$ cat src/rtl/trdrf_pkg.sv
// ----------------------------------------------------------------------------
// trdrf_pkg
// Shared widths, register indexes and the result record of the text row
// dirty run finder.
// ----------------------------------------------------------------------------
package trdrf_pkg;

   localparam int CELL_W  = 16;
   localparam int COL_W   = 8;
   localparam int LEN_W   = 9;
   localparam int ATTR_W  = 8;
   localparam int TRAIL_W = 5;
   localparam int GAP_W   = 4;

   localparam logic [GAP_W-1:0] GAP_LIMIT_RESET = 4'd3;

   // APB port: one 32-bit register at byte address 0.
   localparam int CSR_ADDR_W = 3;
   localparam int CSR_DATA_W = 32;
   localparam logic CSR_IDX_GAP_LIMIT = 1'b0;

   // Result queue between the run logic and the response channel.
   localparam int RQ_DEPTH = 4;
   localparam int RQ_PTR_W = 2;
   localparam int RQ_CNT_W = 3;

   typedef struct packed {
      logic [COL_W-1:0]  start_col;
      logic [LEN_W-1:0]  run_length;
      logic [ATTR_W-1:0] run_attr;
      logic              last;
   } run_item_type;

endpackage

$ cat src/rtl/trdrf_if.sv
// ----------------------------------------------------------------------------
// trdrf_if
// Valid/ready channels for cell requests and redraw run responses.
// ----------------------------------------------------------------------------
interface trdrf_req_if
   import trdrf_pkg::*;
();
   logic              valid;
   logic              ready;
   logic [CELL_W-1:0] new_cell;
   logic [CELL_W-1:0] old_cell;
   logic              last_in_line;

   modport source (output valid, new_cell, old_cell, last_in_line, input ready);
   modport sink   (input valid, new_cell, old_cell, last_in_line, output ready);
endinterface

interface trdrf_rsp_if
   import trdrf_pkg::*;
();
   logic              valid;
   logic              ready;
   logic [COL_W-1:0]  start_col;
   logic [LEN_W-1:0]  run_length;
   logic [ATTR_W-1:0] run_attr;
   logic              last;

   modport source (output valid, start_col, run_length, run_attr, last, input ready);
   modport sink   (input valid, start_col, run_length, run_attr, last, output ready);
endinterface

$ cat src/rtl/text_row_dirty_run_finder_unit.sv
// ----------------------------------------------------------------------------
// text_row_dirty_run_finder_unit
// Scans a text row one cell per request and reports the runs to redraw.
// ----------------------------------------------------------------------------
// A run closed by a cell is written into the result queue when that cell is
// accepted, and reaches the response channel once older runs have left.
// Throughput: one cell per cycle, with a four-entry result queue; a cell is
// taken only while at least two queue slots are free.
// Reset: synchronous; clears the run state, column and queue, gap_limit = 3.
module text_row_dirty_run_finder_unit
   import trdrf_pkg::*;
#(
   parameter int MAX_COLS = 256
) (
   input  logic                  clock,
   input  logic                  reset,
   trdrf_req_if.sink             req_ch,
   trdrf_rsp_if.source           rsp_ch,
   input  logic                  psel,
   input  logic                  penable,
   input  logic                  pwrite,
   input  logic [CSR_ADDR_W-1:0] paddr,
   input  logic [CSR_DATA_W-1:0] pwdata,
   output logic [CSR_DATA_W-1:0] prdata,
   output logic                  pready
);

   localparam logic [COL_W-1:0] LAST_COL = COL_W'(MAX_COLS - 1);

   // Configuration.
   logic [GAP_W-1:0] gap_limit_ff;
   logic             csr_wr;

   // Run state.
   logic               in_run_ff,   in_run_in;
   logic [COL_W-1:0]   run_start_ff, run_start_in;
   logic [ATTR_W-1:0]  run_attr_ff,  run_attr_in;
   logic [TRAIL_W-1:0] trail_ff,     trail_in;
   logic [COL_W-1:0]   column_ff,    column_in;

   // Result queue.
   run_item_type        rq_mem_ff [RQ_DEPTH];
   logic [RQ_PTR_W-1:0] rq_wr_ff, rq_rd_ff;
   logic [RQ_CNT_W-1:0] rq_cnt_ff;

   logic               accept, pop;
   logic               changed, line_end, close_a, taken, open_run, close_b;
   logic [ATTR_W-1:0]  attr;
   logic               in_mid;
   logic [LEN_W-1:0]   len_a, len_b;
   logic [1:0]         n_res;
   run_item_type       res0, res1;

   assign pready = 1'b1;
   assign csr_wr = psel & penable & pwrite & pready & (paddr[2] == CSR_IDX_GAP_LIMIT);
   assign prdata = (paddr[2] == CSR_IDX_GAP_LIMIT) ?
                   {{(CSR_DATA_W-GAP_W){1'b0}}, gap_limit_ff} : '0;

   always_ff @(posedge clock) begin
      if (reset) begin
         gap_limit_ff <= GAP_LIMIT_RESET;
      end else if (csr_wr) begin
         gap_limit_ff <= pwdata[GAP_W-1:0];
      end
   end

   assign req_ch.ready = (rq_cnt_ff <= RQ_CNT_W'(RQ_DEPTH - 2));
   assign accept = req_ch.valid & req_ch.ready;
   assign pop    = rsp_ch.valid & rsp_ch.ready;

   always_comb begin
      changed  = req_ch.new_cell != req_ch.old_cell;
      attr     = req_ch.new_cell[CELL_W-1:CELL_W-ATTR_W];
      // An overlong row ends at the last column so the counter never wraps.
      line_end = req_ch.last_in_line | (column_ff >= LAST_COL);

      // A different attribute, or one unchanged cell too many, closes the
      // open run without joining it.
      close_a  = in_run_ff & ((attr != run_attr_ff) |
                 (~changed & (trail_ff > {1'b0, gap_limit_ff})));
      taken    = in_run_ff & ~close_a;
      open_run = ~taken & changed;
      in_mid   = taken | open_run;

      run_start_in = run_start_ff;
      run_attr_in  = run_attr_ff;
      trail_in     = trail_ff;
      if (open_run) begin
         run_start_in = column_ff;
         run_attr_in  = attr;
         trail_in     = '0;
      end else if (taken) begin
         trail_in = changed ? '0 : trail_ff + TRAIL_W'(1);
      end

      close_b   = line_end & in_mid;
      in_run_in = in_mid & ~line_end;
      column_in = line_end ? '0 : column_ff + COL_W'(1);

      len_a = {1'b0, column_ff} - {1'b0, run_start_ff}
              - {{(LEN_W-TRAIL_W){1'b0}}, trail_ff};
      len_b = {1'b0, column_ff} + LEN_W'(1) - {1'b0, run_start_in}
              - {{(LEN_W-TRAIL_W){1'b0}}, trail_in};

      n_res = {1'b0, close_a} + {1'b0, close_b};

      res1.start_col  = run_start_in;
      res1.run_length = len_b;
      res1.run_attr   = run_attr_in;
      res1.last       = 1'b1;

      if (close_a) begin
         res0.start_col  = run_start_ff;
         res0.run_length = len_a;
         res0.run_attr   = run_attr_ff;
         res0.last       = ~close_b;
      end else begin
         res0 = res1;
      end
   end

   always_ff @(posedge clock) begin
      if (reset) begin
         in_run_ff    <= 1'b0;
         run_start_ff <= '0;
         run_attr_ff  <= '0;
         trail_ff     <= '0;
         column_ff    <= '0;
      end else if (accept) begin
         in_run_ff    <= in_run_in;
         run_start_ff <= run_start_in;
         run_attr_ff  <= run_attr_in;
         trail_ff     <= trail_in;
         column_ff    <= column_in;
      end
   end

   // Result queue storage.
   always_ff @(posedge clock) begin
      if (accept && (n_res != 2'd0)) begin
         rq_mem_ff[rq_wr_ff] <= res0;
         if (n_res == 2'd2) begin
            rq_mem_ff[rq_wr_ff + RQ_PTR_W'(1)] <= res1;
         end
      end
   end

   always_ff @(posedge clock) begin
      if (reset) begin
         rq_wr_ff  <= '0;
         rq_rd_ff  <= '0;
         rq_cnt_ff <= '0;
      end else begin
         if (accept) begin
            rq_wr_ff <= rq_wr_ff + RQ_PTR_W'(n_res);
         end
         if (pop) begin
            rq_rd_ff <= rq_rd_ff + RQ_PTR_W'(1);
         end
         rq_cnt_ff <= rq_cnt_ff + (accept ? RQ_CNT_W'(n_res) : '0)
                      - RQ_CNT_W'(pop);
      end
   end

   assign rsp_ch.valid      = (rq_cnt_ff != '0);
   assign rsp_ch.start_col  = rq_mem_ff[rq_rd_ff].start_col;
   assign rsp_ch.run_length = rq_mem_ff[rq_rd_ff].run_length;
   assign rsp_ch.run_attr   = rq_mem_ff[rq_rd_ff].run_attr;
   assign rsp_ch.last       = rq_mem_ff[rq_rd_ff].last;

   // The queue never holds more than its depth.
   a_rq_bound: assert property (@(posedge clock) disable iff (reset)
      rq_cnt_ff <= RQ_CNT_W'(RQ_DEPTH))
      else $error("result queue overflow");

   // A line end leaves the column at zero and no run open.
   a_line_end: assert property (@(posedge clock) disable iff (reset)
      accept && line_end |=> (column_ff == '0) && !in_run_ff)
      else $error("state not cleared at line end");

   // The tolerated gap is never exceeded by more than one cell.
   a_trail: assert property (@(posedge clock) disable iff (reset)
      in_run_ff |-> trail_ff <= {1'b0, gap_limit_ff} + TRAIL_W'(1) || $past(csr_wr))
      else $error("trailing unchanged count past gap limit");

   // Every request that closes runs marks its final result as last.
   a_last: assert property (@(posedge clock) disable iff (reset)
      accept && (n_res != 2'd0) |-> (n_res == 2'd2) ? !res0.last : res0.last)
      else $error("last flag misplaced");

endmodule

$ cat src/flat_wrapper.sv
// flat-port wrapper written by rule: the top's interface ports become plain ports
module text_row_dirty_run_finder_unit_flat import trdrf_pkg::*;
#(
   parameter int MAX_COLS = 256
)
  (clock, reset, psel, penable, pwrite, paddr, pwdata, prdata, pready, req_ch_valid, req_ch_new_cell, req_ch_old_cell, req_ch_last_in_line, req_ch_ready, rsp_ch_valid, rsp_ch_start_col, rsp_ch_run_length, rsp_ch_run_attr, rsp_ch_last, rsp_ch_ready);
  trdrf_req_if req_ch_i ();
  trdrf_rsp_if rsp_ch_i ();
  input  logic clock;
  input  logic reset;
  input  logic psel;
  input  logic penable;
  input  logic pwrite;
  input  logic [CSR_ADDR_W-1:0] paddr;
  input  logic [CSR_DATA_W-1:0] pwdata;
  output logic [CSR_DATA_W-1:0] prdata;
  output logic pready;
  input wire logic [$bits(req_ch_i.valid)-1:0] req_ch_valid;
  input wire logic [$bits(req_ch_i.new_cell)-1:0] req_ch_new_cell;
  input wire logic [$bits(req_ch_i.old_cell)-1:0] req_ch_old_cell;
  input wire logic [$bits(req_ch_i.last_in_line)-1:0] req_ch_last_in_line;
  output wire logic [$bits(req_ch_i.ready)-1:0] req_ch_ready;
  output wire logic [$bits(rsp_ch_i.valid)-1:0] rsp_ch_valid;
  output wire logic [$bits(rsp_ch_i.start_col)-1:0] rsp_ch_start_col;
  output wire logic [$bits(rsp_ch_i.run_length)-1:0] rsp_ch_run_length;
  output wire logic [$bits(rsp_ch_i.run_attr)-1:0] rsp_ch_run_attr;
  output wire logic [$bits(rsp_ch_i.last)-1:0] rsp_ch_last;
  input wire logic [$bits(rsp_ch_i.ready)-1:0] rsp_ch_ready;
  assign req_ch_i.valid = req_ch_valid;
  assign req_ch_i.new_cell = req_ch_new_cell;
  assign req_ch_i.old_cell = req_ch_old_cell;
  assign req_ch_i.last_in_line = req_ch_last_in_line;
  assign req_ch_ready = req_ch_i.ready;
  assign rsp_ch_valid = rsp_ch_i.valid;
  assign rsp_ch_start_col = rsp_ch_i.start_col;
  assign rsp_ch_run_length = rsp_ch_i.run_length;
  assign rsp_ch_run_attr = rsp_ch_i.run_attr;
  assign rsp_ch_last = rsp_ch_i.last;
  assign rsp_ch_i.ready = rsp_ch_ready;
  text_row_dirty_run_finder_unit #(.MAX_COLS(MAX_COLS)) u_core (.clock(clock), .reset(reset), .req_ch(req_ch_i), .rsp_ch(rsp_ch_i), .psel(psel), .penable(penable), .pwrite(pwrite), .paddr(paddr), .pwdata(pwdata), .prdata(prdata), .pready(pready));
endmodule
$ cat config.mk
export PLATFORM = sky130hd
export DESIGN_NAME = text_row_dirty_run_finder_unit_flat
export DESIGN_NICKNAME = d
export VERILOG_FILES = /design/src/rtl/trdrf_pkg.sv /design/src/rtl/trdrf_if.sv /design/src/rtl/text_row_dirty_run_finder_unit.sv /design/src/flat_wrapper.sv
export SDC_FILE = /design/constraint.sdc
export NUM_CORES = 1
export LEC_CHECK = 0
export BUFFER_PORTS_ARGS = -buffer_cell sky130_fd_sc_hd__buf_2
export CORE_MARGIN = 4
export CORE_UTILIZATION = 55
export CTS_CLUSTER_DIAMETER = 60
export CTS_CLUSTER_SIZE = 16
export DETAILED_ROUTE_END_ITERATION = 10
export GPL_TIMING_DRIVEN = 0
export PLACE_DENSITY_LB_ADDON = 0.25
export SLEW_MARGIN = 30
export SYNTH_ARGS = -nofsm -noshare
export SYNTH_HDL_FRONTEND = slang
export SYNTH_SLANG_ARGS = --single-unit
$ cat constraint.sdc
create_clock -name clock -period 11.25 [get_ports clock]
set_clock_uncertainty 0.2 [all_clocks]
set_input_delay 0.5625 -clock clock [delete_from_list [all_inputs] [get_ports clock]]
set_output_delay 0.5625 -clock clock [all_outputs]
set_load 0.02 [all_outputs]
# Word-level counts from Yosys, hierarchy flattened
# Memory sizes are Yosys's and may differ from the RTL's. A register that Yosys moved wholly into a read port is not among the register bits.
# Cells that the tools add are included.
dict set report op_classes {
  multipliers 0
  bitwise_logic 20
  n_reduce_logical 3
  n_shift 0
  eq_ne 3
  n_lt_le_gt_ge 3
  n_mux 16
  n_addsub 13
  n_div 0
}
# operator count
set ops {}
lappend ops {{two-way mux 26 bit} 1}
lappend ops {{two-way mux 8 bit} 3}
lappend ops {{subtractor 9 x 5 -> 9 bit} 2}
lappend ops {{!= test 16 bit} 1}
lappend ops {{two-way mux 5 bit} 3}
lappend ops {{bitwise AND 1 bit} 11}
lappend ops {{adder 8 x 1 -> 9 bit (second input constant)} 1}
lappend ops {{subtractor 8 x 8 -> 9 bit} 1}
lappend ops {{subtractor 9 x 8 -> 9 bit} 1}
lappend ops {{adder 8 x 1 -> 8 bit (second input constant)} 1}
lappend ops {{greater-or-equal comparator 8 bit (second input constant)} 1}
lappend ops {{!= test 8 bit} 1}
lappend ops {{two-way mux 2 bit} 3}
lappend ops {{NOT 1 bit} 6}
lappend ops {{adder 5 x 1 -> 5 bit (second input constant)} 1}
lappend ops {{> comparator 5 x 4 -> 1 bit} 1}
lappend ops {{two-way mux 1 bit} 5}
lappend ops {{adder 2 x 1 -> 2 bit (second input constant)} 2}
lappend ops {{two-way mux 4 bit} 1}
lappend ops {{adder 3 bit} 1}
lappend ops {{<= comparator 3 x 2 -> 1 bit (second input constant)} 1}
lappend ops {{OR 1 bit} 3}
lappend ops {{nonzero test 3 bit} 1}
lappend ops {{subtractor 3 x 1 -> 3 bit} 1}
lappend ops {{other kinds (5)} 5}
dict set report totals {
  output_inout_bits 61
  latchBits 0
  ff_bits 41
  mem_count 1
  rom_bits 0
  inputBits 75
  ram_bits 104
  elab_cells 68
}
# memory words width read_ports rd_clocked_by_memory_dff wr line_no
set mem_list {}
lappend mem_list {u_core.rq_mem_ff 4 26 1 1 2 text_row_dirty_run_finder_unit.sv:42} ;# run_item_type rq_mem_ff [RQ_DEPTH];

# Longest topological paths before layout
# Gate-level depths: netlist of run 1.
dict set report logic_depth {
  word_depth 16
  mapped_depth 20
  mapped_depth_nobuf 20
}

# Worst setup path before layout of run 1
# No wires, ideal clock.
dict set report synth_path {
  path_kind {input to register}
  start {input req_ch_new_cell[9]}
  end {memory u_core.rq_mem_ff[3][21] (netlist name) (data pin)}
  setup_ps 132
  path_stages 14
  t_required_ps 10918
  path_buffers 4
  t_arrival_ps 4687
  path_slack_ps 6232
  path_cell_list {buf_4 > xor2_2 > nor4_4 > and4_1 > buf_6 > a21oi_4 > buf_2 > ha_1 > nand4b_1 > a21oi_1 > nand3_1 > a21oi_2 > buf_2 > a22o_1}
}
# element line_no
set synth_rtl {}
lappend synth_rtl {{start: declaration} flat_wrapper.sv:19} ;# input wire logic [$bits(req_ch_i.new_cell)-1:0] req_ch_new_cell;
lappend synth_rtl {{end: declaration} text_row_dirty_run_finder_unit.sv:42}

==> results of run 1 <==
==> cell usage in the layout (no fill, tap or decap), types with 22 or more instances in the layout <==
cell type | netlist | routed
inv_1 | 61 | 61
a22o_1 | 64 | 64
o22ai_1 | 22 | 22
conb_1 | 2 | 29
xnor2_1 | 24 | 24
ha_1 | 45 | 45
buf_2 | 10 | 77
mux4_2 | 26 | 26
dfxtp_1 | 47 | 47
edfxtp_1 | 100 | 100
a21oi_1 | 23 | 22
buf_4 | 33 | 33
nand2_1 | 29 | 28
nor2_1 | 61 | 60
==> per-layer routing <==
metal | share of wire [%] | up-vias | track usage [%]
met2 | 49 | 303 | 42.16
li1 | - | 3110 | -
met3 | 8.6 | 44 | 5.699
met1 | 41 | 3218 | 32.43
met4 | 1.8 | 0 | 7.727
met5 | 0 | - | 0
==> worst paths after layout <==
check | to | depth (start not counted) | slack [ns]
worst max-delay path | u_core.rq_mem_ff[1][16] | 16 | 6.05
worst min-delay path | u_core.gap_limit_ff[2] | 3 | 0.17
worst max register to register | u_core.rq_mem_ff[1][16] | 16 | 6.05
worst min register to register | u_core.rq_mem_ff[0][0] | 1 | 0.26
==> registers in the layout, indices dropped and copies added, names as in the netlist, named ones only <==
name,flops
u_core.rq_wr_ff,2
u_core.run_start_ff,8
u_core.rq_rd_ff,2
u_core.run_attr_ff,8
u_core.trail_ff,5
u_core.column_ff,8
u_core.gap_limit_ff,4
u_core.rq_mem_ff,104
u_core.rq_cnt_ff,3
u_core.in_run_ff,1
==> worst max-delay path, stage by stage (launching register included) <==
cell,delay [ns]
dfxtp_1,0.45
xnor2_1,0.18
and4_1,0.27
nand3_1,0.32
nand2_2,0.43
clkbuf_1,0.39
o21ai_0,0.17
fa_1,0.50
inv_1,0.04
ha_1,0.28
ha_1,0.35
nor2b_1,0.15
o21a_1,0.19
o21a_1,0.19
o311ai_2,0.60
nand3_1,0.17
o211ai_1,0.14
==> power by group through the flow <==
stage / clock network, mW / registers (mW) / logic [mW]
6_report: 0.561 / 0.645 / 0.453
4_1_cts: 0.563 / 0.645 / 0.455
2_1_floorplan: 0 / 0.649 / 0.331
3_3_place_gp: 0 / 0.655 / 0.441
5_1_grt: 0.587 / 0.650 / 0.489
3_5_place_dp: 0 / 0.656 / 0.452
==> metrics by stage <==
step | hold slack, ns | total power [mW] | area [um2] | std cells
finish | 0.1651 | 1.659 | 10480 | 1132
global route | 0.1752 | 1.725 | 10480 | 1132
CTS | 0.1576 | 1.662 | 10470 | 1132
detailed placement | 0.2537 | 1.108 | 9888 | 1101
global placement | 0.2463 | 1.096 | 9771 | 1097
floorplan | 0.2350 | 0.9802 | 9165 | 814
==> final cells by class <==
class	instances	area share, %
inverter	63	2.258
clock buffer	17	4.061
sequential	147	37.65
multi-input combinational	530	43.30
tap	216	2.580
buffer	74	4.694
timing repair buffer	71	4.013
clock inverter	14	1.445
==> cell families after synthesis <==
kind of cell / after synthesis / synth area share (%)
compound gates: 184 / 16.72
simple gates: 164 / 9.097
flops: 147 / 43.51
buf+inv: 137 / 8.007
fa+ha+maj: 56 / 8.642
mux: 49 / 9.056
xor+xnor: 48 / 4.887
other cells: 2 / 0.08286
==> flow_results.org, run 1 <==
** Placed design
- Buffers placed on the I/O ports in this run total 67.
- Detailed placer's ending HPWL :: 16.28 mm
- Placement-stage worst setup slack :: 5.638 ns
- The congestion estimate from routability-driven global placement came to 0.8562.

** Routing
- Number of DRC violations after detailed-routing iteration 0 :: 500
- Total via count in the routed design :: 6675
- In this run the remaining antenna-violating nets after routing total 0.
- For this block, the routed nets add up to 22.02 mm of wire.
- Vias per inst :: 5.897
- Number of remaining DRC errors :: 0
- Before antenna repair, the detailed router went through 5 iterations.
- After detailed routing, the average wire length per cell comes to 19.45 um.

** Logic synthesis
- Most frequently used cell type in the post-synthesis netlist :: edfxtp_1
- The synthesized design devotes to its leading area cell type 33.13% of total area.
- The synthesized netlist occupies a cell area of 0.009064 mm2.
- Area leader, netlist :: edfxtp_1
- After synthesis, the cell types taking the most area are edfxtp_1, dfxtp_1, mux4_2.
- Counting flops with a built-in enable in the synthesized netlist gives 100.
- In the synthesized netlist the async set-or-reset flop fraction comes to 0%.
- Mean cell area of the mapped netlist :: 11.52 um2
- Yosys mapped the design onto 72 distinct sky130hd cell types.
- Cell count after synthesis :: 787
- The Yosys step of the flow raised 0 warnings.
- Leading cell types by count after synthesis :: edfxtp_1, a22o_1, inv_1, nor2_1, dfxtp_1
- Commonest register cell after synthesis :: edfxtp_1
- Sequential cell area fraction in the yosys report :: 43.51%
- After synthesis the netlist holds a flip-flop and latch count of 147.

** Timing
- The number of max-slew violations in the final report is 0.
- Min Tclk post-route :: 5.196 ns
- Setup violations remaining at the end of the flow were counted as 0.
- Setup repair after global routing left no endpoint under its margin.
- Measured against its own limit, the worst slew margin works out to 40.40%.
- Setup_tns :: 0 ns
- Achievable frequency :: 0.1924 GHz
- Final worst path period share :: 46.19%
- PnR worst setup slack :: 6.054 ns
- The total count of hold-check failures in the final report came to 0.
- At the pin with the least slew margin, the transition time is 0.8872 ns.

** Global routing
- First-pass GRT wire length :: 35.32 mm
- The number of antenna violations at the first check in global routing is 0.
- Via count of the first global-routing pass :: 6635
- Summed over all layers, the global routing overflow is 0.
- Entering global routing, the biggest net connects 28 pins.
- Global routing used 25.07% of the available tracks across all layers.

** Setup path
- For the worst setup path, the data arrival time is 5.27 ns.
- Origin of the worst setup path :: u_core.run_attr_ff[3]
- Startpoint type of the worst setup path :: register
- Along the worst path, the maximum fanout reaches 10.
- The critical path is of the register to register type.
- The worst setup path is captured at a register.
- Crit path required time :: 11.32 ns
- Beginning of the worst register-to-register path :: u_core.run_attr_ff[3]

** CTS
- CTS saw 147 sinks.
- For this design, the CTS-stage hold fixing added 0 buffers.
- TritonCTS built the clock tree.
- # resized after CTS :: 0
- Clock tree synthesis inserted a total of 17 buffers.
- Root Driver :: clkbuf_16
- The number of setup buffers added after CTS is 0.
- The clock reaches the later pin of the worst-skew pair after 0.43 ns.
- Clock Pin Slew Worst Setup and Hold Paths :: 0.06 ns
- The H-tree was split into 4 levels.
- Clock Path Buffers :: 2

** Die
- Die Span Y :: 136.4 um
- After floorplanning, the core was divided into 46 placement rows.
- The floorplan step set the die width to 136.4 um.
- I/O pin total :: 136
- The core region is 0.01600 mm2.
- Area enclosed by the die boundary :: 0.01860 mm2
- Initial core utilization :: 56.65%

** Min path
- Type of the worst min-delay path :: input port to register
- Worst Hold Launch :: pwdata[2]

** Power
- The worst-case IR drop observed on VDD is 117.8 uV.
- Internal power contribution :: 1.132 mW
- Part of the power in the clock network :: 33.8%
- Seq pwr share :: 38.9%
- Combinational logic burns 27.3% of the power.
- Net Sw Frac :: 31.77%
- In this run the static leakage power is 3.988 nW.
- Areal power density over the cells :: 158.4 mW/mm2
- Switching component of the power :: 0.5271 mW

** Final layout
- In the final layout, flip-flops and latches occupy 0.003944 mm2.
- Multi-input gate area :: 0.004536 mm2
- Antenna cell count :: 0
- The final layout contains 1035 nets.
- The post-route netlist has 25.22% of its cells at a drive strength greater than 1.
- From synthesis to final layout, the design area changed by 15.57%.
- Layout filler cell count :: 1284
- Util after Layout :: 65.47%

** Status
- Status :: complete, no violations

** Job
- Max-Cap Viols :: 0
Note: power is estimated with default switching activity, not from simulation.
==> run 2: changes to the inputs <==
--- a/config.mk
+++ b/config.mk
@@ -7,7 +7,7 @@
 export LEC_CHECK = 0
 export BUFFER_PORTS_ARGS = -buffer_cell sky130_fd_sc_hd__buf_2
 export CORE_MARGIN = 4
-export CORE_UTILIZATION = 55
+export CORE_UTILIZATION = 52
 export CTS_CLUSTER_DIAMETER = 60
 export CTS_CLUSTER_SIZE = 16
 export DETAILED_ROUTE_END_ITERATION = 10
==> constraint.sdc (replaced) <==
create_clock -name clock -period 4.25 [get_ports clock]
set_clock_uncertainty 0.2 [all_clocks]
set_input_delay 0.2125 -clock clock [delete_from_list [all_inputs] [get_ports clock]]
set_output_delay 0.2125 -clock clock [all_outputs]
set_load 0.02 [all_outputs]
==> flow_results.org, run 2 (synthesis results as in run 1) <==
** Setup path
- The maximum fanout along the worst path is 6 (-4).
- The data required time of the critical path is 4.30 ns (-7.02 ns).
- Arrival time of data at the critical path endpoint :: 4.55 ns (-0.72 ns)
- STA classifies the critical path endpoint as a register.
- On the critical path, the stage with the largest delay is an instance of fa_2.
- By startpoint and endpoint, the worst setup path is classified as register to register.
- The worst path buffer plus inverter count came to 3 (+1).
- Kind of cell adding the most delay to the critical path :: adder cells
- The worst setup path is launched from a register.
- Slowest Stage Delay on Critical Path :: 0.46 ns (-0.14 ns)
- Worst path cell trace :: ha_4, nand3_4, nor3b_4, nor2_4, a21oi_4, buf_6, mux2i_1, nor2_1, ha_1, inv_2, fa_2, ha_4, inv_2, fa_2, nor2b_2, o21a_1, o21a_1, o311ai_4, nand3_1, o211ai_1

** CTS
- TritonCTS built the clock tree.
- The root buffer cell chosen for the clock tree is clkbuf_16.
- H-Tree Depth :: 4 (unchanged)
- Number of buffers added by the clock tree synthesis step :: 17 (unchanged)
- The clock net sink count was 147 (unchanged).
- The clock-pin slew on the worst setup and hold paths is 0.06 ns (about the same).
- The buffer depth of the longest clock path is 2 (unchanged).
- The source-to-sink clock delay at the later pin of the worst-skew pair came to 0.43 ns (about the same).

** Routing
- Number of DRC violations after detailed-routing iteration 0 :: 536 (+7.2%)
- The overall via count from detail_route came to 6921 (+3.7%).
- The routed wire length came to 23.63 mm (+7.3%).
- The number of iterations in the first detailed-routing pass was 5 (unchanged).
- The remaining antenna violation count after routing is 0 (unchanged).
- Number of remaining DRC errors :: 0 (unchanged)
- Vias per inst :: 5.841 (-0.95%)
- The routed length per placed instance came to 19.94 um (+2.5%).

** Timing
- Slew Limit Fails :: 0 (unchanged)
- Unrepaired setup endpoints after global routing :: yes
- Hold Violations, Final :: 0 (unchanged)
- Setup_tns :: -1.583 ns (-1.583 ns)
- The final worst-path setup slack was -0.2516 ns (-6.305 ns).
- The share of the cycle needed by the critical path after routing was 105.9% (+60 points).
- The maximum clock frequency is 0.2221 GHz (+15%).
- The relative max-transition margin came to 46.04% (+5.6 points).
- Measured slew at the worst slew-check pin :: 0.8094 ns (-0.07771 ns)
- Setup-failing EPs final :: 13 (+13)
- Min Tclk post-route :: 4.502 ns (-0.6947 ns)

** Die
- The area enclosed by the die boundary came to 0.01961 mm2 (+5.4%).
- The vertical die dimension is 140.0 um (+2.7%).
- Horizontal die dimension :: 140.0 um (+2.7%)
- The number of top-level pins came to 136 (unchanged).
- The initial core utilization came to 52.77% (-3.9 points).
- The standard cell core area is 0.01718 mm2 (+7.4%).
- The floorplan row count came to 48 (+4.3%).

** Final layout
- The final cell count without fillers is 1185 (+4.7%).
- Most frequent cells in the layout :: edfxtp_1, buf_2, a22o_1
- Net count of the finished layout :: 1079 (+4.3%)
- Most common cell after layout, fill and taps aside :: edfxtp_1
- Area grow syn2layout :: 25.43%
- The flip-flop count of the largest register after layout was 104 (unchanged).
- Register containing the most flip-flops in the final layout :: u_core.rq_mem_ff
- The fraction of layout instances using a drive strength above 1 came to 35.21% (+10 points).
- Antenna cell count :: 0 (unchanged)

** Global routing
- Largest net degree at the start of global routing :: 28 (unchanged)
- Total GRT Usage :: 24.25% (-0.83 points)
- Via count of the first global-routing pass :: 6921 (+4.3%)
- The total overflow reported by the global router is 0 (unchanged).
- Antenna violations before repair :: 0 (unchanged)
- First-pass GRT wire length :: 37.15 mm (+5.2%)

** Placed design
- Port buffer count :: 67 (unchanged)
- Weighted congestion reported at the end of routability-driven placement :: 0.9565 (+12%)
- The placed wire-length estimate after detailed placement is 16.55 mm (+1.7%).
- The total placed cells including tap cells was 1109 (+0.73%).

** Power
- The worst-case vdd ir drop was 275.4 uV (+130%).
- Overall power after layout :: 4.439 mW (+170%)
- Cell leakage power :: 4.310 nW (+8.1%)
- Areal power density over the cells :: 390.5 mW/mm2 (+150%)

** Status
- Status :: finished with violations
- Failing checks :: setup timing

** Min path
- Type of the worst min-delay path :: input port to register

** Job
- The count of max-cap constraint violations is 0 (unchanged).
## run 2: area by class of cell
cell class              count  area [um2]
clock inverters            13       133.9
plain buffers              70       481.7
fillers                  1342        5808
flip-flops and latches    147        3971
well taps                 225       281.5
inverters                  63       236.5
clock buffers              18       429.2
multi-input cells         530        4996
repair buffers            119       838.3
## run 2: stage by stage
stage	setup slack (ns)	area, um2	hold WS [ns]	util, %
after detailed placement	-0.6972	9942	0.2547	57.88
after global placement	-1.191	9837	0.2460	57.27
after CTS	-0.1637	11130	0.01259	64.80
after floorplan	-0.1041	9220	0.1564	-
after global routing	-0.4017	11370	0.02383	66.19
final	-0.2516	11370	0.01836	66.19
## run 2: worst paths after layout
| path | from | end | slack (ns) | cells past startpoint |
|---|---|---|---|---|
| setup / recovery | u_core.trail_ff[3] | u_core.rq_mem_ff[1][16] | -0.25 | 20 |
| hold / removal | req_ch_new_cell[10] | u_core.rq_mem_ff[3][3] | 0.02 | 2 |
| setup reg to reg | u_core.trail_ff[3] | u_core.rq_mem_ff[1][16] | -0.25 | 20 |
| hold reg to reg | u_core.gap_limit_ff[1] | u_core.gap_limit_ff[1] | 0.27 | 1 |
## run 2: worst reg2reg max path, stage by stage, from the launching register on
cell and delay [ns]:
dfxtp_2 0.36, ha_4 0.29, nand3_4 0.09, nor3b_4 0.28, nor2_4 0.07, a21oi_4 0.17
buf_6 0.12, mux2i_1 0.19, nor2_1 0.08, ha_1 0.32, inv_2 0.07, fa_2 0.46
ha_4 0.18, inv_2 0.05, fa_2 0.20, nor2b_2 0.04, o21a_1 0.20, o21a_1 0.22
o311ai_4 0.41, nand3_1 0.16, o211ai_1 0.16
## run 2: repair_timing
item	CTS	global route
setup endpoints to repair	108	67
resized for setup	73	30
pin swaps	46	31
hold endpoints to repair	37	0
hold buffers	15	0
setup buffers	22	12
## run 2: metal layers
metal | vias up | track usage (%) | share of wire [%]
met5 | - | 0 | 0
met4 | 0 | 8.975 | 2.5
met3 | 52 | 4.609 | 8.4
met2 | 361 | 39.53 | 48
met1 | 3310 | 32.46 | 41
li1 | 3198 | - | -
## run 2: report_power, final
part	internal (mW)	leakage, nW	total [mW]	switching [mW]
logic	0.531	2.76	1.26	0.733
registers	1.64	1.28	1.72	0.0747
clock network	0.858	0.264	1.46	0.599
